==> config.mk <==
export PLATFORM = sky130hd
export DESIGN_NAME = byte_to_fixed_frame_fragmenter
export DESIGN_NICKNAME = d
export VERILOG_FILES = /design/src/design/bff_pkg.sv /design/src/design/bff_in_stage.sv /design/src/design/bff_packer.sv /design/src/design/bff_out_reg.sv /design/src/design/byte_to_fixed_frame_fragmenter.sv
export SDC_FILE = /design/constraint.sdc
export NUM_CORES = 1
export LEC_CHECK = 0
export ABC_AREA = 1
export BUFFER_PORTS_ARGS = -buffer_cell sky130_fd_sc_hd__buf_4
export CORE_ASPECT_RATIO = 0.75
export CORE_MARGIN = 1
export CORE_UTILIZATION = 60
export DETAILED_ROUTE_END_ITERATION = 12
export PLACE_DENSITY_LB_ADDON = 0.12
export SETUP_SLACK_MARGIN = 0.02
export SYNTH_ARGS = -nofsm -noshare
export SYNTH_HDL_FRONTEND = slang
export SYNTH_SLANG_ARGS = --single-unit
==> constraint.sdc <==
create_clock -name clk_i -period 5.9 [get_ports clk_i]
set_input_delay 0.295 -clock clk_i [delete_from_list [all_inputs] [get_ports clk_i]]
set_output_delay 0.295 -clock clk_i [all_outputs]
set_load 0.005 [all_outputs]
==> src/design/bff_pkg.sv <==
// Shared types and constants for the byte-to-frame fragmenter.
// No dependencies; imported by every module of the block.
`default_nettype none

package bff_pkg;

  // fixed field widths
  localparam int unsigned ByteW = 8;
  localparam int unsigned DataW = 12;
  // width of bit-count arithmetic (frame width and byte bit count stay below 16)
  localparam int unsigned CalcW = 4;
  localparam logic [CalcW-1:0] ByteBitsC = CalcW'(ByteW);

  // byte held in the input stage, bits already reversed so the earliest is bit 0
  typedef struct packed {
    logic             valid;
    logic [ByteW-1:0] rem;
    logic [CalcW-1:0] left;
    logic             last;
  } bff_work_t;

  // input stage control from the packer
  typedef struct packed {
    logic             done;
    logic             update;
    logic [ByteW-1:0] rem;
    logic [CalcW-1:0] left;
  } bff_ctrl_t;

  // one result request
  typedef struct packed {
    logic             head_frame;
    logic [DataW-1:0] frame_data;
    logic             message_end;
    logic             run_last;
  } bff_frame_t;

endpackage

`default_nettype wire

==> src/design/bff_in_stage.sv <==
// Input register of the fragmenter: holds the current byte, bit-reversed,
// with its count of unconsumed bits. Depends on bff_pkg.
`default_nettype none

module bff_in_stage
  import bff_pkg::*;
(
  input  wire logic             clk_i,
  input  wire logic             rst_ni,
  input  wire logic             in_valid_i,
  output logic                  in_ready_o,
  input  wire logic [ByteW-1:0] byte_value_i,
  input  wire logic             last_byte_i,
  input  wire bff_ctrl_t        ctrl_i,
  output bff_work_t             work_o
);

  logic             valid_q, valid_d;
  logic [ByteW-1:0] rem_q, rem_d;
  logic [CalcW-1:0] left_q, left_d;
  logic             last_q, last_d;
  logic [ByteW-1:0] rev_byte;
  logic             accept;

  // free when empty or when the held byte finishes this cycle
  assign in_ready_o = !valid_q || ctrl_i.done;
  assign accept     = in_valid_i && in_ready_o;

  // msb-first byte becomes lsb-first bit stream
  always_comb begin
    for (int i = 0; i < ByteW; i++) begin
      rev_byte[i] = byte_value_i[ByteW-1-i];
    end
  end

  // next values
  always_comb begin
    valid_d = valid_q;
    rem_d   = rem_q;
    left_d  = left_q;
    last_d  = last_q;
    if (accept) begin
      valid_d = 1'b1;
      rem_d   = rev_byte;
      left_d  = ByteBitsC;
      last_d  = last_byte_i;
    end else if (ctrl_i.done) begin
      valid_d = 1'b0;
    end else if (ctrl_i.update) begin
      rem_d  = ctrl_i.rem;
      left_d = ctrl_i.left;
    end
  end

  // control state
  always_ff @(posedge clk_i or negedge rst_ni) begin
    if (!rst_ni) begin
      valid_q <= 1'b0;
    end else begin
      valid_q <= valid_d;
    end
  end

  // payload
  always_ff @(posedge clk_i) begin
    rem_q  <= rem_d;
    left_q <= left_d;
    last_q <= last_d;
  end

  assign work_o = '{valid: valid_q, rem: rem_q, left: left_q, last: last_q};

endmodule

`default_nettype wire

==> src/design/bff_packer.sv <==
// Frame assembly: holds the partial frame and merges one run of byte bits
// per cycle while the result register is free, producing at most one frame per cycle. Depends on bff_pkg.
`default_nettype none

module bff_packer
  import bff_pkg::*;
#(
  parameter int unsigned FRAME_BITS = 12
) (
  input  wire logic      clk_i,
  input  wire logic      rst_ni,
  input  wire bff_work_t work_i,
  input  wire logic      out_free_i,
  output bff_ctrl_t      ctrl_o,
  output logic           emit_o,
  output bff_frame_t     frame_o
);

  localparam int unsigned CntW = $clog2(FRAME_BITS + 1);
  localparam int unsigned ShW  = FRAME_BITS + ByteW;
  localparam int unsigned ExtW = FRAME_BITS + DataW;
  localparam logic [CalcW-1:0] FrameBitsC = CalcW'(FRAME_BITS);

  logic [FRAME_BITS-1:0] partial_q, partial_d;
  logic [CntW-1:0]       filled_q, filled_d;
  logic                  first_q, first_d;

  logic                  go;
  logic [CalcW-1:0]      filled_w, space, take, left_after;
  logic [ByteW:0]        mask_w;
  logic [ByteW-1:0]      chunk, rem_after;
  logic [ShW-1:0]        shifted, rem_ext;
  logic [FRAME_BITS-1:0] merged;
  logic [ExtW-1:0]       data_ext;
  logic                  full;

  assign go = work_i.valid && out_free_i;

  // take as many bits as fit in the current frame
  always_comb begin
    filled_w   = CalcW'(filled_q);
    space      = FrameBitsC - filled_w;
    take       = (work_i.left < space) ? work_i.left : space;
    mask_w     = ((ByteW+1)'(1) << take) - (ByteW+1)'(1);
    chunk      = work_i.rem & mask_w[ByteW-1:0];
    shifted    = ShW'(chunk) << filled_q;
    merged     = partial_q | shifted[FRAME_BITS-1:0];
    full       = (take == space);
    rem_after  = work_i.rem >> take;
    left_after = work_i.left - take;
    rem_ext    = ShW'(rem_after);
    data_ext   = ExtW'(merged);
  end

  // state update and result selection
  always_comb begin
    partial_d  = partial_q;
    filled_d   = filled_q;
    first_d    = first_q;
    emit_o     = 1'b0;
    ctrl_o     = '{done: 1'b0, update: 1'b0, rem: rem_after, left: left_after};
    frame_o    = '{head_frame: first_q, frame_data: data_ext[DataW-1:0],
                   message_end: 1'b0, run_last: 1'b0};
    if (go) begin
      if (full) begin
        emit_o  = 1'b1;
        first_d = 1'b0;
        if (left_after == '0) begin
          // byte ends on a frame boundary
          ctrl_o.done          = 1'b1;
          frame_o.run_last     = 1'b1;
          frame_o.message_end  = work_i.last;
          partial_d            = '0;
          filled_d             = '0;
          if (work_i.last) begin
            first_d = 1'b1;
          end
        end else if (!work_i.last && left_after < FrameBitsC) begin
          // leftover fits in the next frame: absorb it now
          ctrl_o.done      = 1'b1;
          frame_o.run_last = 1'b1;
          partial_d        = rem_ext[FRAME_BITS-1:0];
          filled_d         = CntW'(left_after);
        end else begin
          // more bits of the byte still to place
          ctrl_o.update = 1'b1;
          partial_d     = '0;
          filled_d      = '0;
        end
      end else begin
        // whole remainder of the byte fits without filling the frame
        ctrl_o.done = 1'b1;
        if (work_i.last) begin
          emit_o              = 1'b1;
          frame_o.message_end = 1'b1;
          frame_o.run_last    = 1'b1;
          partial_d           = '0;
          filled_d            = '0;
          first_d             = 1'b1;
        end else begin
          partial_d = merged;
          filled_d  = CntW'(filled_w + take);
        end
      end
    end
  end

  always_ff @(posedge clk_i or negedge rst_ni) begin
    if (!rst_ni) begin
      partial_q <= '0;
      filled_q  <= '0;
      first_q   <= 1'b1;
    end else begin
      partial_q <= partial_d;
      filled_q  <= filled_d;
      first_q   <= first_d;
    end
  end

endmodule

`default_nettype wire

==> src/design/bff_out_reg.sv <==
// Result register of the fragmenter: holds one frame until the sink takes it.
// Depends on bff_pkg.
`default_nettype none

module bff_out_reg
  import bff_pkg::*;
(
  input  wire logic       clk_i,
  input  wire logic       rst_ni,
  input  wire logic       emit_i,
  input  wire bff_frame_t frame_i,
  output logic            out_free_o,
  output logic            out_valid_o,
  input  wire logic       out_ready_i,
  output bff_frame_t      frame_o
);

  logic       valid_q, valid_d;
  bff_frame_t frame_q, frame_d;

  // a new frame may load when empty or when the held one leaves
  assign out_free_o = !valid_q || out_ready_i;

  always_comb begin
    frame_d = frame_q;
    if (emit_i) begin
      valid_d = 1'b1;
      frame_d = frame_i;
    end else if (out_ready_i) begin
      valid_d = 1'b0;
    end else begin
      valid_d = valid_q;
    end
  end

  always_ff @(posedge clk_i or negedge rst_ni) begin
    if (!rst_ni) begin
      valid_q <= 1'b0;
    end else begin
      valid_q <= valid_d;
    end
  end

  always_ff @(posedge clk_i) begin
    frame_q <= frame_d;
  end

  assign out_valid_o = valid_q;
  assign frame_o     = frame_q;

endmodule

`default_nettype wire

==> src/design/byte_to_fixed_frame_fragmenter.sv <==
// Byte-to-frame fragmenter top level. A request is registered in the input
// stage, merged into frames by bff_packer, and each frame is registered in the
// result register, from which it leaves when the sink takes it.
// Throughput: set by the single frame merge per cycle in bff_packer, held while the
// result register cannot load; a byte yielding at most one frame takes one merge.
// Reset: asynchronous active low; empties both registers, starts a new message.
`default_nettype none

module byte_to_fixed_frame_fragmenter
  import bff_pkg::*;
#(
  parameter int unsigned FRAME_BITS = 12
) (
  input  wire logic             clk_i,
  input  wire logic             rst_ni,
  input  wire logic             in_valid_i,
  output logic                  in_ready_o,
  input  wire logic [ByteW-1:0] byte_value_i,
  input  wire logic             last_byte_i,
  output logic                  out_valid_o,
  input  wire logic             out_ready_i,
  output logic                  head_frame_o,
  output logic [DataW-1:0]      frame_data_o,
  output logic                  message_end_o,
  output logic                  run_last_o
);

  bff_work_t  work;
  bff_ctrl_t  ctrl;
  bff_frame_t frame_new, frame_out;
  logic       emit, out_free;

  // input register
  bff_in_stage u_in (
    .clk_i       (clk_i),
    .rst_ni      (rst_ni),
    .in_valid_i  (in_valid_i),
    .in_ready_o  (in_ready_o),
    .byte_value_i(byte_value_i),
    .last_byte_i (last_byte_i),
    .ctrl_i      (ctrl),
    .work_o      (work)
  );

  // frame assembly
  bff_packer #(
    .FRAME_BITS(FRAME_BITS)
  ) u_pack (
    .clk_i     (clk_i),
    .rst_ni    (rst_ni),
    .work_i    (work),
    .out_free_i(out_free),
    .ctrl_o    (ctrl),
    .emit_o    (emit),
    .frame_o   (frame_new)
  );

  // result register
  bff_out_reg u_out (
    .clk_i      (clk_i),
    .rst_ni     (rst_ni),
    .emit_i     (emit),
    .frame_i    (frame_new),
    .out_free_o (out_free),
    .out_valid_o(out_valid_o),
    .out_ready_i(out_ready_i),
    .frame_o    (frame_out)
  );

  assign head_frame_o  = frame_out.head_frame;
  assign frame_data_o  = frame_out.frame_data;
  assign message_end_o = frame_out.message_end;
  assign run_last_o    = frame_out.run_last;

endmodule

`default_nettype wire

======== Yosys cells after proc, flatten, opt, wreduce, memory -nomap -nowiden ========
Cells that the tools add are included.
operators by class
  add/sub/neg operators ................... 4
  order comparisons ....................... 2
  equality and inequality tests ........... 2
  shift-type cells ........................ 3
  multiplexer cells ....................... 32
  bitwise logic cells ..................... 3
  reductions and logical operators ........ 16
operators by type and width
  kind                 count
  $mux 12              3
  $mux 8               4
  $mux 4               5
  $mux 1               17
  $or 12x12->12        1
  $shl 8x4->12         1
  $and 8x8->8          1
  $reduce_bool 2->1    4
  $shl 1x4->8 const A  1
  $shr 8x4->8          1
  $sub 8x2->8 const B  1
  $mux 2               3
  $reduce_and 2->1     3
  $add 4x4->4          1
  $eq 4x4->1           1
  $logic_not 4->1      1
  $lt 4x4->1           1
  $lt 4x4->1 const B   1
  $sub 4x4->4          1
  $sub 4x4->4 const A  1
  $logic_and 1x1->1    3
  $logic_not 1->1      3
  $logic_or 1x1->1     2
  $ne 2x2->1 const B   1
  $not 1->1            1
word-level totals
  bits in registers ....................... 47
  logic and storage cells ................. 74

======== Depth between registers and ports, before layout ========
Gate-level depths: netlist of the first run.
  word-level depth ........................ 14
  gate-level depth with buffers ........... 27
  depth with buffers taken out ............ 24

======== Cells and area by module ========
From an unflattened synthesis of the first run, not the netlist that was laid out.
unflattened totals
  cells, all modules ...................... 427
  area, all modules ....................... 3357.0 um2
modules (own cells, without submodules)
  module        instances  cells an instance  area each (um2)
  bff_packer    1          337                2205.9
  bff_in_stage  1          70                 655.6
  bff_out_reg   1          20                 495.5

======== Worst setup path before layout of the first run ========
Ideal clock, no wire load.
  path type ............................... reg-to-reg
  start point ............................. register u_pack.filled_q[0]
  end point ............................... register u_in.rem_q[0] (enable)
  arrival ................................. 4.032 ns
  required time ........................... 5.603 ns
  path slack .............................. 1.571 ns
  stages on the path, launching flop included .. 25
  clock period less this slack ............ 4.329 ns
  cells stage by stage .................... dfrtp_1 -> clkbuf_1 -> inv_1 -> clkbuf_1 -> ha_1 -> inv_1 -> ha_1 -> nand2_1 -> nand2_1 -> nand2_2 -> nand2_2 -> nand2_1 -> nand2_1 -> buf_4 -> ha_1 -> fa_1 -> xnor2_1 -> inv_1 -> o21ai_0 -> inv_1 -> nor2_4 -> o21ai_4 -> nand2_4 -> buf_6 -> nand2_1
on the way
  word-level cells in the longest chain between the ends .. 14
  elaborated cells between the ends (all ways) .. 20
  those cells by class .................... add/sub: 2; order compare: 2; eq/ne: 2; mux: 8; reduce/logical: 6
ends and longest elaborated chain
  item                                                              line                                  text
  start, declared                                                   bff_packer.sv:25                      logic [CntW-1:0] filled_q, filled_d;
  start signal, assigned                                            bff_packer.sv:115                     filled_q <= filled_d;
  $sub 4x4->4 *                                                     bff_packer.sv:42                      space = FrameBitsC - filled_w;
  $lt 4x4->1                                                        bff_packer.sv:43                      take = (work_i.left < space) ? work_i.left : space;
  $mux 4                                                            bff_packer.sv:43
  $sub 4x4->4                                                       bff_packer.sv:50                      left_after = work_i.left - take;
  $lt 4x4->1                                                        bff_packer.sv:78                      end else if (!work_i.last && left_after < FrameBitsC) begin
  $logic_and 1x1->1                                                 bff_packer.sv:78
  $mux 1                                                            bff_packer.sv:78
  $mux 1                                                            bff_packer.sv:68                      if (left_after == '0) begin
  $mux 1 *                                                          bff_packer.sv:65                      if (full) begin
  $mux 2 *                                                          bff_packer.sv:64                      if (go) begin
  $logic_or 1x1->1 *                                                bff_in_stage.sv:26                    assign in_ready_o = !valid_q || ctrl_i.done;
  named net in_ready_o                                              byte_to_fixed_frame_fragmenter.sv:17  output logic in_ready_o,
  $logic_and 1x1->1 *                                               bff_in_stage.sv:27                    assign accept = in_valid_i && in_ready_o;
  $ne 2x2->1 (no line) / $reduce_bool 2->1 (equally long branches)  --
  $reduce_and 2->1 (no line) *                                      --
  end signal, assigned                                              bff_in_stage.sv:66                    rem_q <= rem_d;
  end, declared                                                     bff_in_stage.sv:19                    logic [ByteW-1:0] rem_q, rem_d;
Mark *: on every way through the listed nets, which the timed path passes. The rest lies on a longest branch.
A chain may end at the register's enable or synchronous reset.

======== Worst setup path in the final report of the first run ========
  start point ............................. register u_pack.filled_q[1]
  end point ............................... output in_ready_o
on the way
  word-level cells in the longest chain between the ends .. 11
  elaborated cells between the ends (all ways) .. 13
  those cells by class .................... add/sub: 2; order compare: 2; eq/ne: 1; mux: 5; reduce/logical: 3
ends and longest elaborated chain
  item                line
  $sub 4x4->4 *       bff_packer.sv:42
  $lt 4x4->1          bff_packer.sv:43
  $mux 4              bff_packer.sv:43
  $sub 4x4->4         bff_packer.sv:50
  $lt 4x4->1          bff_packer.sv:78
  $logic_and 1x1->1   bff_packer.sv:78
  $mux 1              bff_packer.sv:78
  $mux 1              bff_packer.sv:68
  $mux 1 *            bff_packer.sv:65
  $mux 2 *            bff_packer.sv:64
  $logic_or 1x1->1 *  bff_in_stage.sv:26
  end, declared       byte_to_fixed_frame_fragmenter.sv:17
Mark *: on every way between the ends. The rest lies on a longest branch, timed or not.

==> results of run 1 <==
[what timing repair did]
item                                   4_1_cts  5_1_grt
endpoints found under the hold margin       18        0
resized for setup                            0        0
hold buffers                                 1        0
[layout by cell type (no fill, tap or decap), types with 2 or more instances in the layout]
master and instances:
a21oi_1 14, a31oi_1 3, buf_4 31, clkbuf_8 6, dfrtp_1 18, dfxtp_1 4, edfxtp_1 24, fa_1 2
ha_1 14, inv_1 50, inv_2 2, nand2_1 100, nand2_2 6, nand2_4 2, nand3_1 40, nand3b_1 2
nand4_1 8, nor2_1 29, nor2_4 2, nor3_1 3, o211ai_1 8, o21ai_0 28, o21ai_2 2, o21bai_1 2
o221ai_1 2, o22ai_1 2, xnor2_1 5, xor2_1 3
[power breakdown]
part	internal [mW]	switching, mW
clock	0.0958	0.117
sequential	0.562	0.0900
combinational	0.467	0.902
[sequential cells by signal (all words and copies together) (netlist names)]
name,cells
u_out.frame_o,15
u_in.valid_q,1
u_pack.filled_q,4
u_in.last_q,1
u_in.rem_q,8
u_pack.partial_q,12
u_out.out_valid_o,1
u_in.left_q,4
u_pack.first_q,1
[final timing paths]
path / cells after the start / to / startpoint / slack (ns)
worst max-delay path: 19 / in_ready_o / u_pack.filled_q[1] / 1.03
worst min-delay path: 1 / u_in.last_q / last_byte_i / 0.15
worst max register to register: 20 / u_in.rem_q[1] / u_pack.filled_q[1] / 1.06
worst min register to register: 2 / u_pack.first_q / u_pack.first_q / 0.47
max in group asynchronous: 2 / u_pack.first_q / rst_ni / 5.25
min in group asynchronous: 2 / u_in.valid_q / rst_ni / 0.38
[through the flow]
stage,utilization,std cells
finish,0.6980,484
global route,0.6980,484
CTS,0.6980,484
detailed placement,0.6760,475
global placement,0.6760,475
floorplan,-,399
[layer usage]
| metal | GRT usage | vias up | wire (um) |
|---|---|---|---|
| met5 | 0 | - | 0 |
| met4 | 0.1104 | 0 | 165 |
| met3 | 0.06752 | 16 | 533 |
| met2 | 0.4738 | 117 | 3440 |
| met1 | 0.3914 | 1298 | 3380 |
| li1 | - | 1370 | - |
[area by class of cell]
class	instances	area, um2
clock buffer	6	82.58
clock inverter	2	16.27
fill	416	1496
inverter	52	195.2
multi-input combinational	285	1569
sequential	47	1277
tap	60	75.07
timing repair buffer	32	242.7
[cells by family (layout without fill, tap and decap cells)]
| family | after synthesis | after routing |
|---|---|---|
| AO/OA/AOI/OAI | 67 | 67 |
| XOR/XNOR | 8 | 8 |
| adder cells (fa/ha/maj) | 16 | 16 |
| buffers and inverters | 67 | 92 |
| flip-flops | 47 | 47 |
| AND/OR/NAND/NOR | 194 | 194 |
==> results.txt, run 1 <==
The worst setup path is launched from a register. The total negative slack came out at 0 ns. Entering global routing, the biggest net connects 22 pins. The number of violations reported at the end of detailed-routing iteration 0 is 249. The count of final hold-check violations was 0. The number of antenna violations at the first check in global routing came to 0. The number of different library cells used by synthesis comes to 39. The clock drives 47 sinks. Clock tree synthesis selected as its root buffer the cell clkbuf_8. The wire length per cell after detailed routing is 15.54 um. The cell type with the highest aggregate area in the netlist is edfxtp_1. The total standard cell area after synthesis came out at 3128 um2.

Of the synthesized area, sequential elements account for 0.4084. Setup repair after global routing left no endpoint under its margin. The share of post-route cells with drive strength above 1 came out at 0.1392. The compound-gate portion of the synthesized area came out at 0.1344. In this run the tightest slew margin relative to its limit is 0.5498. The area growth from synthesis to layout is 10.56%. The number of warnings printed during yosys synthesis is 0. The number of buffers and inverters on the critical path is 5. The number of nets in the layout came out at 452. In the synthesized netlist the dominant register cell turns out to be edfxtp_1. The global placement routability congestion came out at 0.9593. The initialized floorplan defines 22 standard-cell rows. The latest clock arrival within the worst-skew pair is 0.31 ns. The number of antenna cells inserted is 0. The path class of the tightest hold or removal check is in -> reg.

The HPWL after detailed placement came out at 5657 um. The final max-slew violation count is 0. The dominant cell type by count on the critical path is inv_1.

In this run the mean area of a mapped cell was 7.840 um2. The number of flip-flops and latches in the synthesized netlist is 47. The number of buffers between clock root and the deepest sink came out at 2. The routed wire length came out at 7519 um.

At the pin with the least slew margin, the transition time is 0.6746 ns. The type of element capturing the critical path is an output pin. The peak per-stage delay on the critical path came out at 0.67 ns. The flow ran to the end, and the final reports show no timing, DRC or antenna violations. The xor/xnor share of the synthesized area came out at 0.02240. The total number of vias is 2,801. The maximum fanout encountered on the critical timing path came out at 14. The async set-or-reset flop fraction in the synthesized netlist is 0.4043.

Among all stages on the critical path, the largest delay is contributed by dfrtp_1. The signal on the critical path passes through inv_1 > ha_1 > xnor2_1 > ha_1 > nand2_1 > inv_1 > nand2_2 > nand2_2 > nand2_1 > nand2_1 > ha_1 > fa_1 > xnor2_1 > inv_1 > o21ai_0 > inv_1 > nor2_4 > o21ai_4 > buf_4. The number of global-route vias before repair came to 2,636. The cell family contributing the most delay on the critical path is adder cells. The number of nets in the synthesized netlist is 428.

The worst clock skew came out at 0.008551 ns. The buffers inserted during post-CTS setup optimization is 0. The power density relative to cell area came out at 645.8 nW/um2. The global-route total usage across every layer is 0.2944. The CTS buffer count is 5. The period utilization came out at 0.8250.

After synthesis, the share of cell area in mux cells is 0. The first global-routing pass estimated 12,420 um of wire. By count the netlist is led by nand2_1, inv_1, nand3_1.

The most common cell in the synthesized netlist is nand2_1. Of the total synthesized cell area, the portion taken by full adders, half adders and majority gates is 0.06880. The depth of the CTS H-tree came out at 2. The detail-routed via count per cell is 5.787. The placement-stage worst setup slack is 1.153 ns.

The clock tree from TritonCTS is built. Yosys attributes the largest share of cell area to edfxtp_1, dfrtp_1, nand2_1. The top-level port count is 30.

The total core area came out at 4955 um2. The worst path needs 4.867 ns of the cycle, external delays included. After clock tree synthesis, the clock-pin slew on the worst setup and hold paths is 0.10 ns. The initial core utilization came out at 0.6313. The final design instance area without fill came out at 3458 um2. The total overflow left after global routing is 0. STA puts the critical path data required time at 5.61 ns. The simple-gate share of the synthesized area came out at 0.2760.

The remaining antenna violation count after routing is 0. The number of max-cap violations is 0. The first detailed-routing pass took 7 iterations.

The setup path with the least slack is of type reg -> out. The die outline height is 64.53 um. The final hold slack is 0.1542 ns. The count of flip-flops with a built-in enable after synthesis is 24. The detailed-route DRC error count came out at 0. Of the post-synthesis cell area, the dominant cell type holds 0.2304. The placed instance area came out at 3349 um2.

The total design power is 2.233 mW. In this run the horizontal extent of the chip is 85.38 um. The maximum vdd drop came out at 0.2792 mV. Once routing completed, OpenROAD measured the worst setup slack at 1.033 ns.

The fmax came out at 205.4 MHz. The floorplan step defined a die boundary enclosing 5509 um2. The gate count of the mapped netlist came out at 399.

The final number of setup-violating endpoints is 0. The worst endpoint data arrival time is 4.57 ns. The leakage power figure is 1.631 nW. After synthesis, the largest family of logic cells by area is simple AND/OR/NAND/NOR gates. The number of buffers added on ports came out at 29.
(Power assumes the default switching activity.)
==> inputs of run 2 (changes only) <==
- clock period: 5.9 -> 4.6 ns (I/O delays scaled with it)
==> run 2 against run 1 <==
  * Flip-flop and latch count did not move
  * Clock power rose by 69%
  * Via count rose by 3.6%
  * Power rose by 36%
  * Count of clock-buffer cells in the layout did not move
  * Critical path type is now reg -> reg
  * Critical endpoint is now u_in.rem_q[2]
  * Largest cell class unchanged
  * Highest routed layer unchanged
==> results.txt, run 2 (same netlist as run 1, synthesis figures left out) <==
The total number of vias is 2,902 (+3.6%). Compared with the post-synthesis result, the final layout area differs by 13.68%. The total core area is 4955 um2 (unchanged). The number of global-route vias before repair is 2,623 (-0.49%). The number of iterations in the first detailed-routing pass is 6 (-1). TritonCTS built the clock tree. The initial core utilization came out at 0.6313 (unchanged). The routed wire length came out at 7727 um (+2.8%). The worst clock skew came out at 0.007696 ns (-0.0008544 ns).

The wire length per cell after detailed routing came out at 15.71 um (+1.1%). Grouping stages by cell kind, the critical path spends the most delay in compound AO/OA/AOI/OAI gates. The final max-slew violation count came to 0 (unchanged). The tightest min-delay check is of the in -> reg type.

For the finished layout, the period the worst path requires is 4.289 ns. The number of cells on the worst hold path is 1 (unchanged). The kind of critical path is reg -> reg. The remaining antenna violation count after routing came out at 0 (unchanged). The worst hold path startpoint is last_byte_i. The worst slew slack as a fraction of its limit was 0.4157 (-0.1341). The root buffer cell is clkbuf_8.

In this design, the critical path's most frequently occurring cell is inv_1. The global route total overflow is 0 (unchanged). The power density relative to cell area is 851.5 nW/um2 (+32%). The total negative slack is 0 ns (unchanged). STA classifies the critical path startpoint as a register.

The peak per-stage delay on the critical path came out at 0.52 ns (-0.15 ns). The total net switching power is 1.451 mW (+31%). The top-level port count came to 30 (unchanged). The first-pass GRT wire length came out at 12,540 um (+1.0%). The share of post-route cells with drive strength above 1 came to 0.1574 (+0.01826). Setup repair after global routing left no endpoint under its margin. The latest clock arrival within the worst-skew pair is 0.30 ns (about the same).

The utilization after layout was 0.7177 (+0.01970). The post-placement cell count is 483 (+1.7%). The slowest stage of the critical path belongs to the cell dfrtp_2. The clock-pin slew on the worst setup and hold paths is 0.09 ns (about the same).

The detailed-route DRC error count came to 0 (unchanged). The detail-routed via count per cell came out at 5.898 (+1.9%). The portion of total power attributed to the clock network came out at 0.119 (+0.024). The net switching fraction of the power came out at 0.4790 (-0.01740).

In the layout the commonest cells are nand2_1, inv_1, nand3_1. The area enclosed by the die boundary is 5509 um2 (unchanged). The most common cell after layout, fill and taps aside is nand2_1.

The CTS sink count is 47 (unchanged). The number of violations reported at the end of detailed-routing iteration 0 was 211 (-15%). The internal power consumption came out at 1.577 mW (+40%). The fmax came out at 233.1 MHz. The depth of the CTS H-tree is 2 (unchanged). The number of buffers added on ports is 29 (unchanged).

The worst endpoint data arrival time came out at 4.34 ns (-0.23 ns). The register share of total power came out at 0.274 (-0.018). The count of final hold-check violations came out at 0 (unchanged). The number of buffers between clock root and the deepest sink is 2 (unchanged).

The number of antenna violations at the first check in global routing came to 0 (unchanged). The maximum number of pins on one net before global-route repair came out at 22 (unchanged). The flow ran to the end, and the final reports show no timing, DRC or antenna violations. Of the available clock period, the critical path in the final layout requires 0.9325. The transition time at the pin with the least slew margin came out at 0.8733 ns (+0.1987 ns). The global-route total usage across every layer is 0.2967 (+0.002378).

The CTS buffer count is 5 (unchanged). The worst endpoint required time was 4.65 ns (-0.96 ns). In this run the critical register-to-register path is captured at u_in.rem_q[2].

The number of max-cap violations came out at 0 (unchanged). The setup slack on the worst flop-to-flop path is 0.31 ns (-0.75 ns). The final number of setup-violating endpoints is 0 (unchanged). The count of cells along the worst register-to-register path came to 21 (+5.0%).

The flip-flop count of the largest register after layout is 15 (unchanged). The logic gate share of total power is 0.607 (-0.006). The startpoint identified for the worst register-to-register timing path is u_pack.filled_q[1]. The maximum vdd drop came out at 0.3582 mV (+28%). Walking the worst path, the cells encountered are o21ai_0 > xor2_1 > inv_1 > ha_1 > a21oi_4 > nand3_1 > nand2_4 > inv_1 > ha_1 > a21oi_1 > o21ai_0 > xnor2_1 > inv_1 > o21ai_0 > inv_1 > nor2_4 > o21ai_4 > nand2_4 > inv_2 > nand2_1 > o21ai_2. The number of antenna cells inserted is 0 (unchanged). The number of non-filler instances in the completed layout is 492 (+1.7%). The floorplan row count is 22 (unchanged). The leakage power figure came out at 1.687 nW (+3.4%). The global placement routability congestion is 0.9252 (-3.6%).

The number of nets in the layout came to 460 (+1.8%). The buffers inserted during post-CTS setup optimization came out at 0 (unchanged). The buffers plus inverters on the worst setup path came to 5 (unchanged). The HPWL after detailed placement was 5731 um (+1.3%). The die outline height is 64.53 um (unchanged). For hold timing, the worst endpoint is u_in.last_q. The horizontal extent of the die is 85.38 um (unchanged). The type of element capturing the critical path is a register. The maximum fanout encountered on the critical timing path came to 14 (unchanged).
## run 2: how the worst max path moves through the flow
| stage | from | slack (ns) | end | cells past startpoint |
|---|---|---|---|---|
| 2_1_floorplan | u_pack.filled_q[0] | 0.27 | u_in.rem_q[0] | 24 |
| 3_3_place_gp | u_pack.filled_q[1] | 0.51 | u_in.rem_q[0] | 18 |
| 3_5_place_dp | u_pack.filled_q[1] | 0.33 | u_in.rem_q[0] | 19 |
| 4_1_cts | u_pack.filled_q[1] | 0.26 | u_in.rem_q[0] | 19 |
| 5_1_grt | u_pack.filled_q[1] | 0.08 | u_in.rem_q[2] | 24 |
| 6_report | u_pack.filled_q[1] | 0.31 | u_in.rem_q[2] | 21 |
## run 2: cell type report
class,count,area [um2]
Multi-Input combinational cell,285,1572
Fill cell,425,1399
Sequential cell,47,1279
Timing Repair Buffer,40,302.8
Inverter,52,195.2
Tap cell,60,75.07
Clock buffer,6,72.57
Clock inverter,2,60.06
## run 2: repair_timing
item | 4_1_cts | 5_1_grt
hold buffers | 1 | 0
endpoints found under the hold margin | 18 | 0
gates resized for setup | 0 | 2
setup endpoints to repair | 0 | 15
## run 2: power groups by stage
stage	logic (mW)	clock network, mW	registers (mW)
finish	1.84	0.361	0.828
global route	2.04	0.380	0.843
CTS	1.81	0.363	0.825
detailed placement	1.80	0	0.832
global placement	1.76	0	0.829
floorplan	1.19	0	0.803
## run 2: metrics by stage
step / setup slack (ns) / cell area [um2] / hold slack (ns) / total power [mW]
after CTS: 0.2601 / 3552 / 0.09974 / 2.997
after floorplan: 0.2707 / 3128 / -0.06559 / 1.995
after global placement: 0.5148 / 3410 / 0.1217 / 2.590
after global routing: 0.07678 / 3556 / 0.09175 / 3.261
final: 0.3106 / 3556 / 0.09832 / 3.028
after detailed placement: 0.3343 / 3410 / 0.1266 / 2.628
## run 2: layer usage
metal	GRT usage	routed length, um	up-vias
met2	0.4788	3484	154
met3	0.05350	690	14
met5	0	0	-
met1	0.4196	3452	1347
li1	-	-	1387
met4	0.07083	100	0
==> inputs of run 3 (changes only) <==
- CORE_UTILIZATION: 60 -> 33
==> run 3 against run 2 <==
  * Hold slack better by 0.019 ns
  * Setup slack better by 0.22 ns
  * Maximum frequency is 5.4% higher
  * Power is 2.4% higher
  * Critical path depth stayed put
  * First-iteration DRC count is 4.7% lower
  * Sequential share of layout area is 1.4 points lower
  * Register-to-register slack better by 0.22 ns
  * Global-route usage is 11 points lower
  * Final cell count is 15% higher
  * Critical endpoint is now u_in.rem_q[3]
  * Largest power group unchanged
==> results.txt, run 3 (same netlist as run 1, synthesis figures left out) <==
The flow ran to the end, and the final reports show no timing, DRC or antenna violations. The maximum number of pins on one net before global-route repair came out at 22 (unchanged). The total core area is 9121 um2 (+84%).

The placement-stage worst setup slack was 0.4327 ns (+0.09835 ns). The portion of total power attributed to the clock network came out at 0.115 (-0.004). STA classifies the critical path startpoint as a register. The leakage power figure came out at 1.718 nW (+1.8%). The worst clock skew was 0.005292 ns (-0.002404 ns). The number of non-filler instances in the completed layout came out at 565 (+15%).

The worst slew slack as a fraction of its limit is 0.5437 (+0.1280). The maximum fanout encountered on the critical timing path came out at 13 (-1). The type of element capturing the critical path is a register.

The transition time at the pin with the least slew margin is 0.6838 ns (-0.1895 ns). The die outline height was 86.32 um (+34%). The total negative slack is 0 ns (unchanged).

The critical path is of the reg -> reg type. The detailed-route DRC error count is 0 (unchanged). The routed wire length is 8431 um (+9.1%). The worst endpoint required time is 4.63 ns (-0.02 ns). The global route total overflow came out at 0 (unchanged). The horizontal extent of the die is 114.4 um (+34%). The detail-routed via count per cell is 4.920 (-17%). The worst endpoint data arrival time came to 4.10 ns (-0.24 ns). The CTS buffer count came to 5 (unchanged).

The number of antenna violations at the first check in global routing came to 0 (unchanged). The global-route total usage across every layer was 0.1885 (-0.1082). Clock tree synthesis selected as its root buffer the cell clkbuf_16. The number of buffers between clock root and the deepest sink is 2 (unchanged). The most common cell after layout, fill and taps aside is nand2_1. The CTS sink count is 47 (unchanged). The number of inserted filler cells in the final layout is 973 (+130%). The floorplan row count is 30 (+36%).

The initial core utilization came to 0.3429 (-0.2884). The top-level port count came out at 30 (unchanged). The net switching fraction of the power is 0.4821 (+0.003079). The number of nets in the layout came to 465 (+1.1%). Setup repair after global routing left no endpoint under its margin.

The tightest min-delay check is of the in -> reg type. The register share of total power is 0.265 (-0.009). TritonCTS built the clock tree. The first-pass GRT wire length came out at 14,030 um (+12%). The depth of the CTS H-tree is 2 (unchanged).

The latest clock arrival within the worst-skew pair came out at 0.29 ns (about the same). The wire length per cell after detailed routing came out at 14.92 um (-5.0%). The number of max-cap violations is 0 (unchanged). The flip-flop count of the largest register after layout was 15 (unchanged). The area enclosed by the die boundary is 9876 um2 (+79%).

The logic gate share of total power came out at 0.620 (+0.013). The post-placement cell count was 555 (+15%). The total number of vias came out at 2,780 (-4.2%). The final max-slew violation count came out at 0 (unchanged). The utilization after layout came out at 0.4051 (-0.3126). The number of iterations in the first detailed-routing pass came out at 5 (-1).

The final critical-path required period is 4.071 ns (-0.2180 ns). The global placement routability congestion came out at 0.8824 (-4.6%). The fmax came out at 245.6 MHz (+5.4%). The number of antenna cells inserted came out at 0 (unchanged). Leaving out fill and tap cells, the most frequent cells in the layout are nand2_1, inv_1, buf_4.

The count of final hold-check violations is 0 (unchanged). The remaining antenna violation count after routing came out at 0 (unchanged). The power density relative to cell area was 839.3 nW/um2 (-1.4%).

The period utilization came to 0.8851 (-0.04738). The internal power consumption is 1.606 mW (+1.8%). The final number of setup-violating endpoints came out at 0 (unchanged).

The clock-pin slew on the worst setup and hold paths was 0.06 ns (-0.03 ns). The total design power came out at 3.101 mW (+2.4%). The HPWL after detailed placement is 6595 um (+15%). The share of post-route cells with drive strength above 1 came to 0.1625 (+0.005064). Relative to the synthesized area, the layout overhead comes to 18.12%.

The maximum vdd drop was 0.2556 mV (-29%). The number of global-route vias before repair is 2,668 (+1.7%). The setup slack of the critical path after layout is 0.5286 ns (+0.2180 ns). The number of violations reported at the end of detailed-routing iteration 0 came out at 201 (-4.7%).

The number of buffers added on ports came to 29 (unchanged). The total net switching power was 1.495 mW (+3.1%).
-- run 3: cell types whose count changed in the layout (fill, tap and decap cells not counted) --
cell       delta
clkbuf_16     +5
clkbuf_8      -5
buf_4         +4
bufinv_16     -2
buf_12        +1
clkbuf_1      +1
clkinv_2      +1
dfrtp_1       +1
dfrtp_2       -1
-- run 3: critical path, stage by stage (launching register included) --
cell and delay [ns]:
dfrtp_1 0.45, o21ai_0 0.23, xor2_1 0.22, inv_1 0.09, ha_1 0.33, a21oi_4 0.22
nand3_1 0.15, nand2_4 0.14, inv_1 0.08, ha_1 0.33, a21oi_1 0.15, o21ai_0 0.11
xnor2_1 0.14, inv_1 0.09, o21ai_0 0.22, inv_1 0.12, nor2_4 0.17, o21ai_4 0.08
nand2_4 0.18, inv_2 0.13, nand2_1 0.10, o21ai_2 0.05
-- run 3: metal layers --
layer  track usage  vias up  part of all wire
li1              -     1402                 -
met1        0.2855     1285              0.53
met2        0.2766       84              0.41
met3       0.03147        9             0.053
met4       0.04723        0             0.012
met5             0        -                 0
-- run 3: worst paths after layout --
kind	slack, ns	to	start	cells past startpoint
worst max-delay path	0.53	u_in.rem_q[3]	u_pack.filled_q[0]	21
worst min-delay path	0.12	u_in.last_q	last_byte_i	1
max in group asynchronous	3.97	u_pack.first_q	rst_ni	2
worst min register to register	0.47	u_pack.first_q	u_pack.first_q	2
worst max register to register	0.53	u_in.rem_q[3]	u_pack.filled_q[0]	21
min in group asynchronous	0.36	u_in.valid_q	rst_ni	2
-- run 3: timing repair --
| action | 4_1_cts | 5_1_grt |
|---|---|---|
| endpoints found under the hold margin | 18 | 0 |
| resized for setup | 0 | 1 |
| buffers inserted | 0 | 1 |
| setup endpoints to repair | 0 | 9 |
| hold buffers | 1 | 0 |
-- run 3: power groups by stage --
stage                     sequential [mW]  combinational (mW)  clock (mW)
after floorplan                     0.803                1.19           0
after global placement              0.831                1.92           0
after detailed placement            0.832                1.92           0
after CTS                           0.825                1.93       0.365
after global routing                0.844                2.17       0.382
final                               0.823                1.92       0.356
-- run 3: area by class of cell --
type,count,area (um2),share of cell area
Clock buffer,7,132.6,0.03590
Clock inverter,1,5.005,0.001355
Inverter,52,195.2,0.05283
Multi-Input combinational cell,285,1572,0.4253
Sequential cell,47,1277,0.3458
Tap cell,128,160.2,0.04335
Timing Repair Buffer,45,352.8,0.09550
-- run 3: stage by stage --
stage / hold WS (ns) / instance area, um2
after detailed placement: 0.1303 / 3537
after global routing: 0.1142 / 3695
final: 0.1172 / 3695
after CTS: 0.1132 / 3685
after floorplan: -0.06559 / 3128
after global placement: 0.1322 / 3537
